File: config.mk
export PLATFORM = sky130hd
export DESIGN_NAME = hvt_cfg_regs
export DESIGN_NICKNAME = d
export VERILOG_FILES = /design/src/rtl/hvt_pkg.sv /design/src/rtl/hvt_cfg_regs.sv
export SDC_FILE = /design/constraint.sdc
export NUM_CORES = 1
export LEC_CHECK = 0
export BUFFER_PORTS_ARGS = -buffer_cell sky130_fd_sc_hd__buf_2
export CORE_AREA = 10 10 245 247
export CTS_CLUSTER_DIAMETER = 60
export DETAILED_ROUTE_END_ITERATION = 6
export DIE_AREA = 0 0 255 257
export PLACE_DENSITY = 0.73
export SETUP_SLACK_MARGIN = 0.02
export SKIP_CTS_REPAIR_TIMING = 1
export SYNTH_ARGS = -nofsm -noshare
export SYNTH_HDL_FRONTEND = slang
export SYNTH_SLANG_ARGS = --single-unit
File: constraint.sdc
create_clock -name i_clk -period 3.1 [get_ports i_clk]
set_input_delay 0.465 -clock i_clk [delete_from_list [all_inputs] [get_ports i_clk]]
set_output_delay 0.465 -clock i_clk [all_outputs]
set_load 0.02 [all_outputs]
File: src/rtl/hvt_pkg.sv
// ----------------------------------------------------------------------------
// hvt_pkg
// Shared widths, types and constants of the homogeneous vertex transform.
// ----------------------------------------------------------------------------
`timescale 1ns / 1ps

package hvt_pkg;

    // fixed-point defaults and field widths
    localparam int FRAC_BITS_DEF = 16;
    localparam int DATA_W        = 32;
    localparam int VEC_N         = 4;
    localparam int TDATA_W       = DATA_W * VEC_N;

    // configuration port
    localparam int NUM_REGS   = 8;
    localparam int REG_IDX_W  = 3;
    localparam int BYTE_OFS_W = 3;
    localparam int APB_ADDR_W = REG_IDX_W + BYTE_OFS_W;
    localparam int APB_DATA_W = 64;

    // saturation limits
    localparam logic [DATA_W-1:0] SAT_MAX = {1'b0, {(DATA_W-1){1'b1}}};
    localparam logic [DATA_W-1:0] SAT_MIN = {1'b1, {(DATA_W-1){1'b0}}};

    // one vector or one matrix row, element 0 in the lowest bits
    typedef logic [VEC_N-1:0][DATA_W-1:0] t_vec;

    // whole matrix, indexed [row][col]
    typedef logic [VEC_N-1:0][VEC_N-1:0][DATA_W-1:0] t_matrix;

    // per-stage load enables of the datapath
    typedef struct packed {
        logic s1_en;
        logic s2_en;
        logic s3_en;
        logic s4_en;
    } t_pipe_ctl;

endpackage

File: src/rtl/hvt_cfg_regs.sv
// ----------------------------------------------------------------------------
// hvt_cfg_regs
// APB register file holding the 4x4 matrix, two entries per 64-bit register.
// ----------------------------------------------------------------------------
`timescale 1ns / 1ps

module hvt_cfg_regs #(
    parameter int FRAC_BITS = hvt_pkg::FRAC_BITS_DEF
) (
    input  logic                              i_clk,
    input  logic                              i_rst_n,
    input  logic                              psel,
    input  logic                              penable,
    input  logic                              pwrite,
    input  logic [hvt_pkg::APB_ADDR_W-1:0]    paddr,
    input  logic [hvt_pkg::APB_DATA_W-1:0]    pwdata,
    output logic [hvt_pkg::APB_DATA_W-1:0]    prdata,
    output logic                              pready,
    output hvt_pkg::t_matrix                  o_matrix
);

    localparam int DW = hvt_pkg::DATA_W;
    localparam logic [DW-1:0] FIX_ONE = DW'(1) << FRAC_BITS;

    logic [hvt_pkg::APB_DATA_W-1:0]   r_mat_reg [hvt_pkg::NUM_REGS];
    logic [hvt_pkg::REG_IDX_W-1:0]    w_idx;
    logic                             w_wr_en;

    // identity matrix value of one register
    function automatic logic [hvt_pkg::APB_DATA_W-1:0] f_reset_val(input int unsigned idx);
        logic [hvt_pkg::APB_DATA_W-1:0] v;
        int unsigned                    row;
        int unsigned                    col0;
        v    = '0;
        row  = idx >> 1;
        col0 = (idx & 1) << 1;
        if (row == col0)
            v[DW-1:0] = FIX_ONE;
        if (row == col0 + 1)
            v[2*DW-1:DW] = FIX_ONE;
        return v;
    endfunction

    // write decode
    assign w_idx   = paddr[hvt_pkg::APB_ADDR_W-1:hvt_pkg::BYTE_OFS_W];
    assign w_wr_en = psel & penable & pwrite & pready;
    assign pready  = 1'b1;

    // register array
    always_ff @(posedge i_clk) begin
        if (!i_rst_n) begin
            for (int i = 0; i < hvt_pkg::NUM_REGS; i++)
                r_mat_reg[i] <= f_reset_val(i);
        end else if (w_wr_en) begin
            r_mat_reg[w_idx] <= pwdata;
        end
    end

    // read back
    assign prdata = r_mat_reg[w_idx];

    // matrix view: register 2r holds cols 0/1, register 2r+1 holds cols 2/3
    always_comb begin
        for (int r = 0; r < hvt_pkg::VEC_N; r++) begin
            o_matrix[r][0] = r_mat_reg[2*r][DW-1:0];
            o_matrix[r][1] = r_mat_reg[2*r][2*DW-1:DW];
            o_matrix[r][2] = r_mat_reg[2*r+1][DW-1:0];
            o_matrix[r][3] = r_mat_reg[2*r+1][2*DW-1:DW];
        end
    end

endmodule

# --- Word-level counts from Yosys, hierarchy flattened ---
# Memory sizes are Yosys's and may differ from the RTL's.
# Cells that the tools add are included.
word_totals:
  ramBits: 512
  register_bits: 0
  memories: 1
  wordCells: 12
  out_inout_bits: 577
memory_table:
  columns: ["name", "words", "width", "rd", "rd_ports_with_merged_regs", "wr", "line_no", "source"]
  rows:
  - ["r_mat_reg", 8, 64, 9, 0, 8, "hvt_cfg_regs.sv:25", "logic [hvt_pkg::APB_DATA_W-1:0] r_mat_reg [hvt_pkg::NUM_REGS];"]
classes:
  mux: 8
  bitwise: 2
  reduce_logical: 1
op_table:
  columns: ["op", "n"]
  rows:
  - ["64-bit two-way mux", 1]
  - ["64-bit OR reduction", 1]
  - ["32-bit two-way mux", 1]
  - ["1-bit two-way mux", 5]
  - ["3-bit two-way mux", 1]
  - ["1-bit AND", 2]

# --- Logic depth before layout (Yosys ltp) ---
# Gate-level depths: netlist of the first run.
depth:
  ltp_word: 7
  depth_mapped: 6

# --- Least setup slack after synthesis of the first run ---
# OpenSTA, ideal clock, no wires.
synth_timing:
  path_type: "input port to flip-flop"
  start: "in paddr[3] (netlist name)"
  end: "mem r_mat_reg[1][0] (netlist name), enable pin"
  n_path_buf: 2
  setup_slack_ns: -0.128
  cell_stages: 5
  t_required_ns: 2.667
  arrival_time_ns: 2.795
  setup_ns: 0.433
  cell_sequence: "buf_2 inv_2 nor4_1 buf_2 nand2b_1"
synth_rtl:
  columns: ["element", "line_no", "source"]
  rows:
  - ["from (decl)", "hvt_cfg_regs.sv:15", "input logic [hvt_pkg::APB_ADDR_W-1:0] paddr,"]
  - ["to (decl)", "hvt_cfg_regs.sv:25", null]

# --- Worst setup path after layout of the first run ---
layout_timing:
  start: "in paddr[3] (netlist name)"
  end: "out prdata[39] (netlist name)"
layout_between:
  elab_chain_len: 1
layout_rtl:
  columns: ["element", "line_no", "source"]
  rows:
  - ["memory 8 x 64 bit", null, null]
  - ["to (decl)", "hvt_cfg_regs.sv:17", "output logic [hvt_pkg::APB_DATA_W-1:0] prdata,"]
# Every way passes these cells.

==> summary.md, run 1 <==
| Metric | Value |
|---|---|
| Post-synth top cells | 512 x edfxtp_1, 508 x and2_1, 127 x mux4_2, 63 x mux2_2, 35 x clkbuf_1 |
| Post-synthesis register bit count | 512 |
| Crit-path max cell delay | 530 ps |
| Cells taking the most area after synthesis | edfxtp_1 67%, and2_1 14%, mux4_2 13%, mux2_2 3.1%, buf_6 0.64% |
| Fraction of layout cells with a size suffix above 1 | 0.480 |
| Iteration-0 DRC count of the detailed router | 1430 |
| Iteration count of the initial detailed-routing pass | 6 |
| Startpoint kind of the worst setup timing path | primary input |
| Placer congestion estimate | 0.885 |
| Mapped Nets | 1414 |
| Die area | 65500 sq um |
| Leakage dissipation | 11.3 nW |
| X dimension of the die | 255 um |
| Number of placement rows | 86 |
| Min-Delay Path Depth | 2 |
| Clock net sink count | 512 |
| Switching share of power | 0.259 |
| Type of the worst setup path | primary input to output port |
| Pin count of the biggest net entering global routing | 65 |
| Remaining number of nets flagged by the antenna check after routing | 0 |
| Post-synthesis instance area | 22800 sq um |
| Min Tclk post-route | 2750 ps |
| Number of setup violations in the final report | 0 |
| DRC errors left | 0 |
| Share of the clock period used by the worst path after layout | 0.886 |
| Mean post-synth cell area | 17.1 sq um |
| Required time reported for the critical path endpoint | 2630 ps |
| Number of instances in the synthesized netlist | 1339 |
| Yosys top cell by area | edfxtp_1 |
| Final Util | 0.529 |
| Sequential share of the synthesized area | 0.673 |
| Vias/cell | 5.50 |
| RSZ-0062 raised after global routing | false |
| Number of buffers inserted by port buffering | 647 |
| Worst hold margin | 217 ps |
| Via count of the first global-routing pass | 16000 |
| Final Cell Area | 29000 sq um |
| Fraction of registers with async set/reset | 0 |
| Worst Tran Pin Value | 621 ps |
| Fraction of post-synthesis cell area in the top cell type by area | 0.673 |
| Worst Min Path Start | pwdata[54] |
| Total negative slack for setup checks | 0 ps |
| Sequential Power Share | 0.487 |
| Final cell count without fillers | 2747 |
| Data arrival time at the worst-slack endpoint | 2280 ps |
| Pint | 12.6 mW |
| Clock buffer depth | 3 |
| DR vias | 15100 |
| Slew Limit Headroom | 0.586 |
| Global-route wire length before repair | 114 mm |
| Placeable core area | 54900 sq um |
| Result of the run | finished, final reports clean |
| Count of H-tree levels built during CTS | 2 |
| Clock input transition at the sequential cells of the worst setup and hold paths | 60 ps |
| Dominant register cell in the synthesized netlist | edfxtp_1 |
| Total power of the final layout | 17.0 mW |
| Slowest CP cell | mux4_2 |
| Logic pwr share | 0.133 |
| Chip height | 257 um |
| Total global routing overflow | 0 |
| Min-Delay Endpoint | r_mat_reg[0][54] |
| Synth Warn # | 0 |
| Layout area overhead | 27.1% |
| Cell Count Post-Placement | 2645 |
| Clock buffer count from CTS | 54 |
| Root buffer cell | clkbuf_16 |
| Final Hold Vio Count | 0 |
| DP HPWL | 54.0 mm |
| Number of maximum-capacitance constraint violations | 0 |
| Min setup slack post-route | 354 ps |
| Total wirelength of the detailed-routed design | 79.7 mm |
| Num ports | 652 |
| Tot GR Track Use | 0.237 |
| Clock group share of total power | 0.380 |
| TritonCTS clock tree | done |
| Worst-path maximum fanout | 41 |
| Flip-flop count of the largest register, all copies and words added | 512 |
| Post-detailed-placement cell area | 27300 sq um |
| Most repeated cell in the gate-level netlist after synthesis | edfxtp_1 |
| Wirelength per Cell | 29.0 um |
| Class of the most critical hold timing path | primary input to register |
| Count of final max-slew check failures | 0 |
| P per Cell Area | 584 nW/um^2 |
| Count of flip-flops with a built-in enable after synthesis | 512 |
| Initial Util | 0.416 |
| Number of antenna violations at the first check in global routing | 7 |
| Peak supply drop | 0.467 mV |
| Endpoint class of the critical path | output port |
| DP Worst Slack | 291 ps |
| Number of distinct library cells after synthesis | 26 |
| Net switching power | 4.39 mW |
| Total number of nets in the final design | 2072 |
| Maximum achievable frequency | 364 MHz |
| Crit-path cells | buf_8 > buf_12 > mux4_2 > mux2_2 > buf_2 |
-- layout by cell type, fill, tap and decap left out, types with 2 or more instances in the layout --
master and n:
and3_2 4, clkinv_2 6, edfxtp_1 512, buf_2 644, inv_8 2, clkbuf_16 57
bufinv_16 5, nor3_2 2, nand2b_4 8, nand2_1 2, and2_1 508, nand2b_1 4
nor4_2 2, mux2_2 63, clkbuf_1 8, nor2b_1 2, clkinvlp_4 3, clkinv_1 15
diode_2 4, mux4_2 127, buf_4 25, buf_12 27
-- area by class of cell --
cell class,instances,area [sq um]
Antenna cell,4,10.0
Inverter,1,3.75
Timing Repair Buffer,697,3970
Clock inverter,33,299
Sequential cell,512,15400
Clock buffer,65,1460
Multi-Input combinational cell,731,7040
Fill cell,4535,25800
Tap cell,704,881
-- critical path, delay by kind of cell --
kind     cells  cell delay (ps)
buf+inv      3              890
mux          2              830
-- power by group through the flow --
stage	combinational [mW]	sequential [mW]	clock, mW
floorplan	0.797	8.80	0
finish	2.25	8.25	6.44
global placement	2.25	8.38	0
detailed placement	2.27	8.40	0
CTS	2.28	8.25	6.49
global route	2.36	8.28	6.78
-- logic make-up after synthesis --
family,share of synthesized area
multiplexers,0.157
AND/OR/NAND/NOR,0.147
buffers and inverters,0.0226
flip-flops,0.673
AO/OA/AOI/OAI,0.00110
other,0.000164
-- how the worst max path moves through the flow --
stage | slack, ps | endpoint | start | depth (start not counted)
after floorplan | 630 | r_mat_reg[1][0] | paddr[3] | 5
after global placement | 320 | r_mat_reg[1][16] | paddr[3] | 6
after detailed placement | 290 | r_mat_reg[1][57] | paddr[3] | 6
after CTS | 330 | prdata[39] | paddr[3] | 5
after global routing | 250 | prdata[39] | paddr[3] | 5
final | 350 | prdata[39] | paddr[3] | 5
-- layer usage --
layer	vias to the layer above	GRT usage	wire [um]
li1	6298	-	-
met4	2	0.0668	1900
met2	812	0.419	41600
met1	7876	0.277	28600
met3	118	0.0645	7590
met5	-	0	18
(Power assumes the default switching activity.)
==> run 2: changes to the inputs <==
--- a/config.mk
+++ b/config.mk
@@ -6,11 +6,11 @@
 export NUM_CORES = 1
 export LEC_CHECK = 0
 export BUFFER_PORTS_ARGS = -buffer_cell sky130_fd_sc_hd__buf_2
-export CORE_AREA = 10 10 245 247
+export CORE_AREA = 10 10 220 379
 export CTS_CLUSTER_DIAMETER = 60
 export DETAILED_ROUTE_END_ITERATION = 6
-export DIE_AREA = 0 0 255 257
-export PLACE_DENSITY = 0.73
+export DIE_AREA = 0 0 230 389
+export PLACE_DENSITY = 0.56
 export SETUP_SLACK_MARGIN = 0.02
 export SKIP_CTS_REPAIR_TIMING = 1
 export SYNTH_ARGS = -nofsm -noshare
==> summary.md, run 2 (same netlist as run 1, synthesis figures left out) <==
| Metric | Value |
|---|---|
| Result of the run | finished, final reports clean |
| Slew Limit Headroom | 0.525 |
| Clock input transition at the sequential cells of the worst setup and hold paths | 70 ps |
| Peak supply drop | 0.523 mV |
| Num ports | 652 |
| Cell Count Post-Placement | 2974 |
| Final Cell Area | 29400 sq um |
| Worst Tran Pin Value | 713 ps |
| Class of the most critical hold timing path | primary input to register |
| Count of final max-slew check failures | 0 |
| Sequential Power Share | 0.498 |
| Share of the clock period used by the worst path after layout | 0.883 |
| X dimension of the die | 230 um |
| Iteration count of the initial detailed-routing pass | 5 |
| Final cell count without fillers | 3068 |
| Layout area overhead | 28.6% |
| Die area | 89500 sq um |
| Initial Util | 0.297 |
| Total number of nets in the final design | 2073 |
| Total negative slack for setup checks | 0 ps |
| Min-Delay Path Depth | 2 |
| Min Tclk post-route | 2740 ps |
| Fraction of layout cells with a size suffix above 1 | 0.484 |
| Number of placement rows | 135 |
| Crit-path max cell delay | 500 ps |
| Pint | 12.1 mW |
| DR vias | 14900 |
| Final Hold Vio Count | 0 |
| Logic pwr share | 0.139 |
| Clock net sink count | 512 |
| Wirelength per Cell | 29.1 um |
| DP HPWL | 59.3 mm |
| RSZ-0062 raised after global routing | false |
| Net switching power | 4.46 mW |
| Min-Delay Endpoint | r_mat_reg[0][16] |
| Via count of the first global-routing pass | 16400 |
| Flip-flop count of the largest register, all copies and words added | 512 |
| Maximum achievable frequency | 365 MHz |
| Leakage dissipation | 11.3 nW |
| P per Cell Area | 564 nW/um^2 |
| Chip height | 389 um |
| Count of H-tree levels built during CTS | 2 |
| Clock buffer count from CTS | 49 |
| Worst Min Path Start | pwdata[16] |
| Total wirelength of the detailed-routed design | 89.3 mm |
| Post-detailed-placement cell area | 27800 sq um |
| Startpoint kind of the worst setup timing path | primary input |
| DRC errors left | 0 |
| Clock buffer depth | 3 |
| Worst-path maximum fanout | 47 |
| Crit-path leading delay family | buffers and inverters |
| Required time reported for the critical path endpoint | 2630 ps |
| Global-route wire length before repair | 127 mm |
| Iteration-0 DRC count of the detailed router | 1353 |
| TritonCTS clock tree | done |
| Most frequent cells in the layout | 644 x buf_2, 512 x edfxtp_1, 508 x and2_1 |
| Slowest CP cell | buf_8 |
| Commonest non-fill, non-tap cell in the layout | buf_2 |
| Switching share of power | 0.269 |
| Data arrival time at the worst-slack endpoint | 2270 ps |
| Root buffer cell | clkbuf_16 |
| Tot GR Track Use | 0.194 |
| Endpoint class of the critical path | output port |
| Clock group share of total power | 0.363 |
| Placer congestion estimate | 0.812 |
| Number of setup violations in the final report | 0 |
| Vias/cell | 4.87 |
| Crit-path cells | buf_8 > buf_4 > mux4_2 > mux2_2 > buf_2 |
| Remaining number of nets flagged by the antenna check after routing | 0 |
| Type of the worst setup path | primary input to output port |
| Placeable core area | 77000 sq um |
| Number of maximum-capacitance constraint violations | 0 |
| Pin count of the biggest net entering global routing | 65 |
| Number of antenna violations at the first check in global routing | 8 |
| Number of buffers inserted by port buffering | 647 |
| Total global routing overflow | 0 |
| Total buffers and inverters traversed by the critical path | 3 |
run 2: changes by cell type in the layout (fill, tap and decap cells not counted):
cell and change:
buf_6 +2, buf_12 +3, clkbuf_16 -6, inv_8 -1, clkbuf_1 -3, clkinvlp_4 +3, and3_2 -4, and3_4 +4
clkinv_1 -5, inv_6 +1, clkinv_2 +2, clkinv_8 +3, buf_4 +1, bufinv_16 -2
run 2: stage by stage:
step / util / hold slack [ps] / power [mW] / setup WS [ps]
floorplan: - / 643 / 9.60 / 629
global placement: 0.361 / 811 / 10.7 / 329
detailed placement: 0.361 / 819 / 10.7 / 328
CTS: 0.381 / 175 / 16.7 / 326
global route: 0.381 / 203 / 17.1 / 271
finish: 0.381 / 221 / 16.6 / 363
run 2: area by class of cell:
class,instances,area [sq um]
fillers,7377,47600
flip-flops and latches,512,15400
multi-input cells,731,7060
repair buffers,703,4060
clock buffers,56,1290
well taps,1027,1280
clock inverters,34,299
diodes,4,10.0
inverters,1,3.75
run 2: worst max path at each step:
stage                                  to  slack (ps)  startpoint  cells past startpoint
after floorplan           r_mat_reg[1][0]         630    paddr[3]                      5
after global placement         prdata[49]         330    paddr[3]                      5
after detailed placement       prdata[50]         330    paddr[3]                      5
after CTS                      prdata[49]         330    paddr[3]                      5
after global routing           prdata[41]         270    paddr[3]                      5
final                          prdata[34]         360    paddr[3]                      5
run 2: metal layers:
metal	up-vias	track usage	share of wire	routed length [um]
met1	7776	0.218	0.37	33000
met3	104	0.0530	0.081	7200
met5	-	0	0.00030	27
met2	744	0.352	0.53	46900
li1	6302	-	-	-
met4	4	0.0552	0.024	2190
run 2: power by group through the flow:
stage                     registers (mW)  logic [mW]  clock network (mW)
after CTS                           8.26        2.34                6.15
after detailed placement            8.40        2.34                   0
after floorplan                     8.80       0.797                   0
final                               8.25        2.30                6.01
after global placement              8.38        2.33                   0
after global routing                8.29        2.42                6.42
